### config.mk
export PLATFORM = sky130hd
export DESIGN_NAME = ntp_seconds_to_calendar_date
export DESIGN_NICKNAME = d
export VERILOG_FILES = /design/src/ntp_cal_pkg.sv /design/src/ntp_seconds_to_calendar_date.sv /design/src/ntp_cal_ctrl.sv /design/src/ntp_cal_dp.sv
export SDC_FILE = /design/constraint.sdc
export NUM_CORES = 2
export LEC_CHECK = 0
export BUFFER_PORTS_ARGS = -buffer_cell sky130_fd_sc_hd__buf_2
export CORE_MARGIN = 2
export CORE_UTILIZATION = 25
export CTS_BUF_LIST = sky130_fd_sc_hd__clkbuf_4
export DETAILED_ROUTE_END_ITERATION = 16
export PLACE_DENSITY = 0.44
export SETUP_SLACK_MARGIN = 0.05
export SLEW_MARGIN = 10
export SYNTH_ARGS = -nofsm -noshare
export SYNTH_HDL_FRONTEND = slang
export SYNTH_SLANG_ARGS = --single-unit
### constraint.sdc
create_clock -name clock -period 13.9 [get_ports clock]
set_input_delay 2.78 -clock clock [delete_from_list [all_inputs] [get_ports clock]]
set_output_delay 2.78 -clock clock [all_outputs]
set_load 0.1 [all_outputs]
### src/ntp_cal_pkg.sv
// Shared types, constants and lookup functions for the NTP seconds to calendar date block.
package ntp_cal_pkg;

   localparam int unsigned NTP_WIDTH    = 32;
   localparam int unsigned OFFSET_WIDTH = 17;
   localparam int unsigned RSP_WIDTH    = 40;

   localparam logic signed [OFFSET_WIDTH-1:0] OFFSET_RESET = 17'sd28800;
   localparam logic signed [33:0] NTP_UNIX_DELTA = 34'sd2208988800;
   localparam logic [10:0] YEAR_BASE = 11'd1970;

   // Reciprocal constants: q_est = (x * floor(2^36 / d)) >> 36, low by at most one.
   localparam int unsigned DIV_SHIFT = 36;
   localparam logic [63:0] DIV_ONE   = 64'd1 << DIV_SHIFT;
   localparam logic [10:0] D_SIXTY   = 11'd60;
   localparam logic [10:0] D_DAY     = 11'd24;
   localparam logic [10:0] D_CYCLE   = 11'd1461;
   localparam logic [31:0] MAGIC_SIXTY = 32'(DIV_ONE / 64'd60);
   localparam logic [31:0] MAGIC_DAY   = 32'(DIV_ONE / 64'd24);
   localparam logic [31:0] MAGIC_CYCLE = 32'(DIV_ONE / 64'd1461);

   localparam logic [3:0] LAST_MONTH_IDX = 4'd11;

   typedef enum logic [1:0] {
      DIV_SEC   = 2'd0,
      DIV_MIN   = 2'd1,
      DIV_HOUR  = 2'd2,
      DIV_CYCLE = 2'd3
   } cal_div_type;

   typedef struct packed {
      logic        load;
      logic        epoch;
      logic        mul_q;
      logic        mul_back;
      logic        fix;
      logic        year_step;
      logic        prep;
      logic        month_step;
      logic        emit;
      cal_div_type div_sel;
   } cal_cmd_type;

   typedef struct packed {
      logic before_epoch;
      logic year_done;
      logic feb29;
      logic month_done;
      logic out_free;
   } cal_status_type;

   function automatic logic [10:0] div_divisor(input cal_div_type sel);
      logic [10:0] d;
      case (sel)
         DIV_SEC:   d = D_SIXTY;
         DIV_MIN:   d = D_SIXTY;
         DIV_HOUR:  d = D_DAY;
         DIV_CYCLE: d = D_CYCLE;
         default:   d = D_SIXTY;
      endcase
      return d;
   endfunction

   function automatic logic [31:0] div_magic(input cal_div_type sel);
      logic [31:0] m;
      case (sel)
         DIV_SEC:   m = MAGIC_SIXTY;
         DIV_MIN:   m = MAGIC_SIXTY;
         DIV_HOUR:  m = MAGIC_DAY;
         DIV_CYCLE: m = MAGIC_CYCLE;
         default:   m = MAGIC_SIXTY;
      endcase
      return m;
   endfunction

   // Common-year month lengths; index 0 is January.
   function automatic logic [4:0] month_length(input logic [3:0] idx);
      logic [4:0] len;
      case (idx)
         4'd1:                     len = 5'd28;
         4'd3, 4'd5, 4'd8, 4'd10:  len = 5'd30;
         default:                  len = 5'd31;
      endcase
      return len;
   endfunction

endpackage

### src/ntp_seconds_to_calendar_date.sv
// NTP era-0 seconds to local calendar date converter: top level.
//
// Each transfer on the req_ side carries an NTP seconds count (since 1900-01-01 UTC). The block
// adds the zone offset written on the csr_ port (signed seconds, reset +28800, eight hours),
// moves the count to the 1970 epoch and returns one rsp_ transfer with year, month, day, hour,
// minute and second; rsp_tuser is 1 when the local time is on or after 1970-01-01, else all
// date fields are zero. One item is worked at a time. After the accepting edge the item runs
// through the epoch shift (then straight to the result load when the local time falls before
// 1970), the four divisions on the single shared 32x32 multiplier, each a multiply, multiply-back
// and fix step (by 60, 60, 24 and 1461 days), year stepping (up to three years skipped), one
// prep step, month stepping (up to eleven months skipped; none on February 29) and the result
// load. That load waits while the previous result is still unread. The next item is accepted at
// the earliest in the cycle after the load, so a new item cannot start before the last one is
// loaded. A result held in the output register does not block acceptance of the next item.
// Write the offset only while no item is in flight.
module ntp_seconds_to_calendar_date (
   input  logic                                        clock,
   input  logic                                        reset,
   input  logic                                        csr_wen,
   input  logic signed [ntp_cal_pkg::OFFSET_WIDTH-1:0] csr_wdata,  // zone_offset_seconds
   input  logic                                        req_tvalid,
   output logic                                        req_tready,
   input  logic [ntp_cal_pkg::NTP_WIDTH-1:0]           req_tdata,  // [31:0] ntp_seconds
   output logic                                        rsp_tvalid,
   input  logic                                        rsp_tready,
   // [10:0] year, [14:11] month, [19:15] day, [24:20] hour, [30:25] minute,
   // [36:31] second, [39:37] zero
   output logic [ntp_cal_pkg::RSP_WIDTH-1:0]           rsp_tdata,
   output logic [0:0]                                  rsp_tuser   // [0] in_range
);
   import ntp_cal_pkg::*;

   cal_cmd_type    cmd;
   cal_status_type status;

   ntp_cal_ctrl u_ctrl (
      .clock      (clock),
      .reset      (reset),
      .req_tvalid (req_tvalid),
      .req_tready (req_tready),
      .status     (status),
      .cmd        (cmd)
   );

   ntp_cal_dp u_dp (
      .clock      (clock),
      .reset      (reset),
      .csr_wen    (csr_wen),
      .csr_wdata  (csr_wdata),
      .req_tdata  (req_tdata),
      .rsp_tready (rsp_tready),
      .rsp_tvalid (rsp_tvalid),
      .rsp_tdata  (rsp_tdata),
      .rsp_tuser  (rsp_tuser),
      .cmd        (cmd),
      .status     (status)
   );

endmodule

### src/ntp_cal_ctrl.sv
// Sequencer for the calendar conversion: steps the datapath through each phase.
module ntp_cal_ctrl (
   input  logic                        clock,
   input  logic                        reset,
   input  logic                        req_tvalid,
   output logic                        req_tready,
   input  ntp_cal_pkg::cal_status_type status,
   output ntp_cal_pkg::cal_cmd_type    cmd
);
   import ntp_cal_pkg::*;

   typedef enum logic [8:0] {
      ST_IDLE  = 9'b000000001,
      ST_EPOCH = 9'b000000010,
      ST_MUL   = 9'b000000100,
      ST_BACK  = 9'b000001000,
      ST_FIX   = 9'b000010000,
      ST_YEAR  = 9'b000100000,
      ST_PREP  = 9'b001000000,
      ST_MONTH = 9'b010000000,
      ST_DONE  = 9'b100000000
   } cal_state_type;

   cal_state_type state_ff, state_in;
   cal_div_type   div_sel_ff, div_sel_in;

   always_ff @(posedge clock) begin
      if (reset) begin
         state_ff   <= ST_IDLE;
         div_sel_ff <= DIV_SEC;
      end else begin
         state_ff   <= state_in;
         div_sel_ff <= div_sel_in;
      end
   end

   assign req_tready = (state_ff == ST_IDLE);

   always_comb begin
      state_in    = state_ff;
      div_sel_in  = div_sel_ff;
      cmd         = '0;
      cmd.div_sel = div_sel_ff;
      case (state_ff)
         ST_IDLE: begin
            if (req_tvalid) begin
               cmd.load = 1'b1;
               state_in = ST_EPOCH;
            end
         end
         ST_EPOCH: begin
            cmd.epoch  = 1'b1;
            div_sel_in = DIV_SEC;
            state_in   = status.before_epoch ? ST_DONE : ST_MUL;
         end
         ST_MUL: begin
            cmd.mul_q = 1'b1;
            state_in  = ST_BACK;
         end
         ST_BACK: begin
            cmd.mul_back = 1'b1;
            state_in     = ST_FIX;
         end
         ST_FIX: begin
            cmd.fix = 1'b1;
            case (div_sel_ff)
               DIV_SEC: begin
                  div_sel_in = DIV_MIN;
                  state_in   = ST_MUL;
               end
               DIV_MIN: begin
                  div_sel_in = DIV_HOUR;
                  state_in   = ST_MUL;
               end
               DIV_HOUR: begin
                  div_sel_in = DIV_CYCLE;
                  state_in   = ST_MUL;
               end
               default: begin
                  state_in = ST_YEAR;
               end
            endcase
         end
         ST_YEAR: begin
            cmd.year_step = 1'b1;
            if (status.year_done) state_in = ST_PREP;
         end
         ST_PREP: begin
            cmd.prep = 1'b1;
            state_in = status.feb29 ? ST_DONE : ST_MONTH;
         end
         ST_MONTH: begin
            cmd.month_step = 1'b1;
            if (status.month_done) state_in = ST_DONE;
         end
         ST_DONE: begin
            // wait for the output register to free up
            if (status.out_free) begin
               cmd.emit = 1'b1;
               state_in = ST_IDLE;
            end
         end
         default: begin
            state_in = ST_IDLE;
         end
      endcase
   end

   a_cycle_then_year: assert property (@(posedge clock) disable iff (reset)
      (state_ff == ST_FIX && div_sel_ff == DIV_CYCLE) |=> state_ff == ST_YEAR)
      else $error("cycle division not followed by year stepping");

endmodule

### src/ntp_cal_dp.sv
// Datapath: offset register, shared reciprocal divider, year/month stepping and result register.
module ntp_cal_dp (
   input  logic                                   clock,
   input  logic                                   reset,
   input  logic                                   csr_wen,
   input  logic signed [ntp_cal_pkg::OFFSET_WIDTH-1:0] csr_wdata,
   input  logic [ntp_cal_pkg::NTP_WIDTH-1:0]      req_tdata,
   input  logic                                   rsp_tready,
   output logic                                   rsp_tvalid,
   output logic [ntp_cal_pkg::RSP_WIDTH-1:0]      rsp_tdata,
   output logic [0:0]                             rsp_tuser,
   input  ntp_cal_pkg::cal_cmd_type               cmd,
   output ntp_cal_pkg::cal_status_type            status
);
   import ntp_cal_pkg::*;

   logic signed [OFFSET_WIDTH-1:0] offset_ff;
   logic [31:0] work_ff;
   logic [63:0] prod_ff;
   logic [31:0] quot_ff;
   logic        neg_ff;
   logic [5:0]  second_ff, minute_ff;
   logic [4:0]  hour_ff;
   logic [10:0] year_ff;
   logic [3:0]  month_idx_ff;
   logic        rsp_valid_ff;
   logic [RSP_WIDTH-1:0] rsp_data_ff;
   logic        rsp_range_ff;

   logic signed [33:0] local_sum;
   logic [10:0] divisor;
   logic [31:0] mul_a, mul_b;
   logic [63:0] product;
   logic [11:0] rem_wide, rem_fix;
   logic        rem_over;
   logic [31:0] quot_fix;
   logic        leap;
   logic [10:0] year_len;
   logic [10:0] rest;
   logic [8:0]  doy;
   logic [4:0]  mlen;

   assign local_sum = $signed({2'b00, work_ff}) + 34'(offset_ff) - NTP_UNIX_DELTA;

   assign divisor = div_divisor(cmd.div_sel);
   assign mul_a   = cmd.mul_q ? work_ff : 32'(prod_ff[63:DIV_SHIFT]);
   assign mul_b   = cmd.mul_q ? div_magic(cmd.div_sel) : {21'd0, divisor};
   assign product = mul_a * mul_b;

   // estimate is at most one low, so the raw remainder stays below twice the divisor
   assign rem_wide = 12'(work_ff - prod_ff[31:0]);
   assign rem_over = (rem_wide >= {1'b0, divisor});
   assign rem_fix  = rem_over ? rem_wide - {1'b0, divisor} : rem_wide;
   assign quot_fix = quot_ff + {31'd0, rem_over};

   // 2000 is the only century year in reach and it is a leap year
   assign leap     = (year_ff[1:0] == 2'b00);
   assign year_len = leap ? 11'd366 : 11'd365;
   assign rest     = work_ff[10:0];
   assign doy      = work_ff[8:0];
   assign mlen     = month_length(month_idx_ff);

   assign status.before_epoch = local_sum[33];
   assign status.year_done    = (rest < year_len);
   assign status.feb29        = leap && (rest == 11'd59);
   assign status.month_done   = !((month_idx_ff < LAST_MONTH_IDX) && ({4'd0, mlen} < doy));
   assign status.out_free     = !rsp_valid_ff || rsp_tready;

   always_ff @(posedge clock) begin
      if (reset) begin
         offset_ff <= OFFSET_RESET;
      end else if (csr_wen) begin
         offset_ff <= csr_wdata;
      end
   end

   always_ff @(posedge clock) begin
      if (cmd.load) work_ff <= req_tdata;
      if (cmd.epoch) begin
         work_ff <= local_sum[31:0];
         neg_ff  <= local_sum[33];
      end
      if (cmd.mul_q) prod_ff <= product;
      if (cmd.mul_back) begin
         quot_ff <= 32'(prod_ff[63:DIV_SHIFT]);
         prod_ff <= product;
      end
      if (cmd.fix) begin
         case (cmd.div_sel)
            DIV_SEC: begin
               second_ff <= rem_fix[5:0];
               work_ff   <= quot_fix;
            end
            DIV_MIN: begin
               minute_ff <= rem_fix[5:0];
               work_ff   <= quot_fix;
            end
            DIV_HOUR: begin
               hour_ff <= rem_fix[4:0];
               work_ff <= quot_fix;
            end
            default: begin
               year_ff <= 11'(YEAR_BASE + {quot_fix[8:0], 2'b00});
               work_ff <= {20'd0, rem_fix};
            end
         endcase
      end
      if (cmd.year_step && !status.year_done) begin
         work_ff <= work_ff - {21'd0, year_len};
         year_ff <= year_ff + 11'd1;
      end
      if (cmd.prep) begin
         if (status.feb29) begin
            work_ff      <= 32'd29;
            month_idx_ff <= 4'd1;
         end else begin
            // drop Feb 29 from the count past it in a leap year
            work_ff      <= (leap && rest > 11'd59) ? work_ff : work_ff + 32'd1;
            month_idx_ff <= 4'd0;
         end
      end
      if (cmd.month_step && !status.month_done) begin
         work_ff      <= work_ff - {27'd0, mlen};
         month_idx_ff <= month_idx_ff + 4'd1;
      end
   end

   always_ff @(posedge clock) begin
      if (reset) begin
         rsp_valid_ff <= 1'b0;
      end else if (cmd.emit) begin
         rsp_valid_ff <= 1'b1;
      end else if (rsp_tready) begin
         rsp_valid_ff <= 1'b0;
      end
   end

   always_ff @(posedge clock) begin
      if (cmd.emit) begin
         if (neg_ff) begin
            rsp_data_ff  <= '0;
            rsp_range_ff <= 1'b0;
         end else begin
            rsp_data_ff  <= {3'd0, second_ff, minute_ff, hour_ff, work_ff[4:0],
                             month_idx_ff + 4'd1, year_ff};
            rsp_range_ff <= 1'b1;
         end
      end
   end

   assign rsp_tvalid   = rsp_valid_ff;
   assign rsp_tdata    = rsp_data_ff;
   assign rsp_tuser[0] = rsp_range_ff;

   a_second_below_sixty: assert property (@(posedge clock) disable iff (reset)
      (cmd.fix && cmd.div_sel == DIV_SEC) |=> second_ff < 6'd60)
      else $error("seconds remainder out of range");

   a_rest_within_cycle: assert property (@(posedge clock) disable iff (reset)
      cmd.year_step |-> work_ff < 32'd1461)
      else $error("day count exceeds four-year cycle");

   a_date_fields_valid: assert property (@(posedge clock) disable iff (reset)
      (cmd.emit && !neg_ff) |=> (rsp_tdata[14:11] != 4'd0 && rsp_tdata[14:11] <= 4'd12
                                 && rsp_tdata[19:15] != 5'd0))
      else $error("month or day out of range in result");

endmodule

==> results_dict.tcl <==
set metrics [dict create \
    grt_usage 0.1906 \
    antenna_found_initial 6 \
    post_cts_buffers 0 \
    areaGrowthSynthToFinish_pct 8.540 \
    critPathRequiredTime_ps 14500 \
    synth_common_cells "inv_1 (1,112), fa_1 (780), ha_1 (449)" \
    ys.flop_type "edfxtp_1" \
    cp-end-kind "flop" \
    slew_headroom 0.1379 \
    nNetsFinal 5862 \
    path_common_cell "fa_1" \
    netlist_top_cells_area "fa_1 (37%), ha_1 (13%), edfxtp_1 (12%), inv_1 (9.8%), nand2_1 (2.7%)" \
    slowest_stage "and2_2" \
    power.density_nw_per_um2 53.72 \
    drt_pass1_iterations 6 \
    cts_tree "yes" \
    reg2regPathDepth 29 \
    path_max_fanout 27 \
    worstHoldStart "u_dp.second_ff[0]" \
    fin_crit_ps 11020 \
    synth_top_area_share 0.3670 \
    syn_area_um2 42540 \
    syn_area_per_cell_um2 9.361 \
    gr-max-usage-layer "met2" \
    drc 0 \
    crit_buf_inv 4 \
    die_h_um 416.5 \
    drv_slew 0 \
    synthAdderAreaFrac 0.4995 \
    io_pins 97 \
    synth_edf_count 171 \
    holdWs_ps 510.1 \
    synthCells 4545 \
    htreeDepth 4 \
    met1_usage 0.2624 \
    ant_nets 0 \
    root_buffer "clkbuf_4" \
    setup_violations 0 \
    rr_endpoint "u_dp.prod_ff[62]" \
    min_to "u_dp.rsp_tdata[31]" \
    dpl-instance-area_um2 45810 \
    hpwl_um 141700 \
    ys_seq_elements 200 \
    worstMarginPinSlew_ps 1283 \
    start_kind "flop" \
    start_util 0.2513 \
    leakagePower_nw 23.25 \
    critPathArrivalTime_ps 11620 \
    synth_compound_gate_area_share 0.09279 \
    ir_drop_uv 50.38 \
    num_vias 32450 \
    wl_per_cell_um 24.09 \
    yosysMostFrequentCell "inv_1" \
    max_stage_delay_ps 740 \
    hold_buffers 0 \
    final.setup_skew_ps 144.5 \
    detail_route.vias_per_cell 4.761 \
    crit_cells 29 \
    synth-simple-area-share 0.1149 \
    dp_cells 6778 \
    cap_violations 0 \
    place.gp.congestion 0.9475 \
    drt_iter0_drc 2642 \
    fmax_mhz 90.76 \
    grt_pass1_wl_um 238100 \
    final_cell_count_no_fill 6815 \
    path_clk_slew_ps 260 \
    rsz0062_at_grt "false" \
    grt_pass1_vias 33440 \
    setup_slack_ps 2882 \
    r2r_start "u_ctrl.state_ff[3]" \
    synth_area_leader_cell "fa_1" \
    ys_types 96 \
    core_um2 169300 \
    synth_mux_area_frac 0.006470 \
    tns_ps 0 \
    hold_class "reg2reg" \
    die_area_um2 173500 \
    ys_seq_area_frac 0.1343 \
    grt_overflow_total 0 \
    worstSkewPairLatency_ps 920 \
    hold_depth 1 \
    cts_buffer_depth 2 \
    cp_top_family "adder cells" \
    die_width_um 416.5 \
    ctsResizeCount 0 \
    grt_start_max_net_pins 45 \
    met3_usage 0.02418 \
    yosys.area_share.xor_xnor 0.03829 \
    final_util 0.2728 \
    fin_crit_sh 0.7927 \
    dp_slack_ps 2982 \
    use_met2 0.3185 \
    routed_wl_um 164200 \
    rrSetupSlack_ps 2880 \
    critPathKind "reg2reg" \
    numCtsBuffers 17 \
    cts.sinks 200 \
    status "finished, final reports clean" \
    drive_above_1_share 0.06098 \
    final_cell_area_um2 46180 \
    hold_viol 0 \
    port_buffers 93 \
    synth_warnings 0 \
    synthArstFlopShare 0 \
    std_cell_rows 151 \
    synth_top_family_by_area "adder cells" \
    power.total_mw 2.481 \
]
## power breakdown
part	leakage, nW	total (mW)	internal, mW	switching [mW]
Clock	0.184	0.422	0.112	0.310
Sequential	1.80	0.790	0.706	0.0848
Combinational	21.3	1.27	0.447	0.821
Total	23.2	2.48	1.26	1.22
## routing by layer
layer,part of all wire,vias up
met5,0,-
met4,0.022,0
met3,0.063,114
met2,0.48,1123
met1,0.43,16790
li1,-,14420
## state kept, by name, indices dropped and copies added (netlist names)
signal             cells
u_dp.quot_ff          28
u_dp.neg_ff            1
u_ctrl.state_ff        9
u_dp.rsp_tuser         1
u_dp.hour_ff           5
u_dp.year_ff          11
u_dp.month_idx_ff      4
u_dp.rsp_tdata        37
u_ctrl.div_sel_ff      2
u_dp.prod_ff          40
u_dp.offset_ff        17
u_dp.work_ff          32
u_dp.rsp_tvalid        1
u_dp.second_ff         6
u_dp.minute_ff         6
## worst max-delay path by stage
stage,startpoint,end,slack (ps)
finish,u_ctrl.state_ff[3],u_dp.prod_ff[62],2880
global route,u_ctrl.state_ff[4],u_dp.prod_ff[62],2500
CTS,u_ctrl.state_ff[4],u_dp.prod_ff[62],2950
detailed placement,u_ctrl.state_ff[4],u_dp.prod_ff[62],2980
global placement,u_ctrl.state_ff[4],u_dp.prod_ff[62],3020
floorplan,u_ctrl.state_ff[4],u_dp.prod_ff[63],5100
## cells in the final DEF, fill, tap and decap left out, types with 9 or more instances in the layout
cell,n
inv_1,1112
fa_1,780
ha_1,447
nand2_1,300
nor2_1,250
edfxtp_1,171
a21oi_1,166
xnor2_1,116
o21ai_0,106
buf_2,93
nand3_1,84
xor2_1,70
buf_4,67
nor3_1,66
and2_1,55
and3_1,54
a21o_1,53
o21ai_1,42
nor2b_1,41
or2_2,31
dfxtp_1,29
o211ai_1,27
nand2b_1,25
nand4_1,25
mux2i_1,23
nor4_1,22
a211oi_1,20
o21a_1,19
a31oi_1,19
a221oi_1,18
o21bai_1,17
clkbuf_4,17
conb_1,15
o221ai_1,11
o22ai_1,11
or3_1,9
o31ai_1,9
## cells by family (layout without fill, tap and decap cells)
logic type / Yosys count / after routing
AO/OA/AOI/OAI: 606 / 606
XOR/XNOR: 186 / 186
adder cells (fa/ha/maj): 1231 / 1231
buffers and inverters: 1277 / 1311
flip-flops: 200 / 200
multiplexers: 27 / 27
other: 2 / 20
AND/OR/NAND/NOR: 1016 / 1016
## cell type report
type | count | area, um^2
fillers | 18310 | 123100
multi-input cells | 3081 | 32150
flip-flops and latches | 200 | 5715
inverters | 1119 | 4200
well taps | 2218 | 2775
repair buffers | 160 | 968.4
clock inverters | 15 | 224.0
clock buffers | 17 | 127.6
diodes | 5 | 12.51
Note: power is estimated with default switching activity, not from simulation.
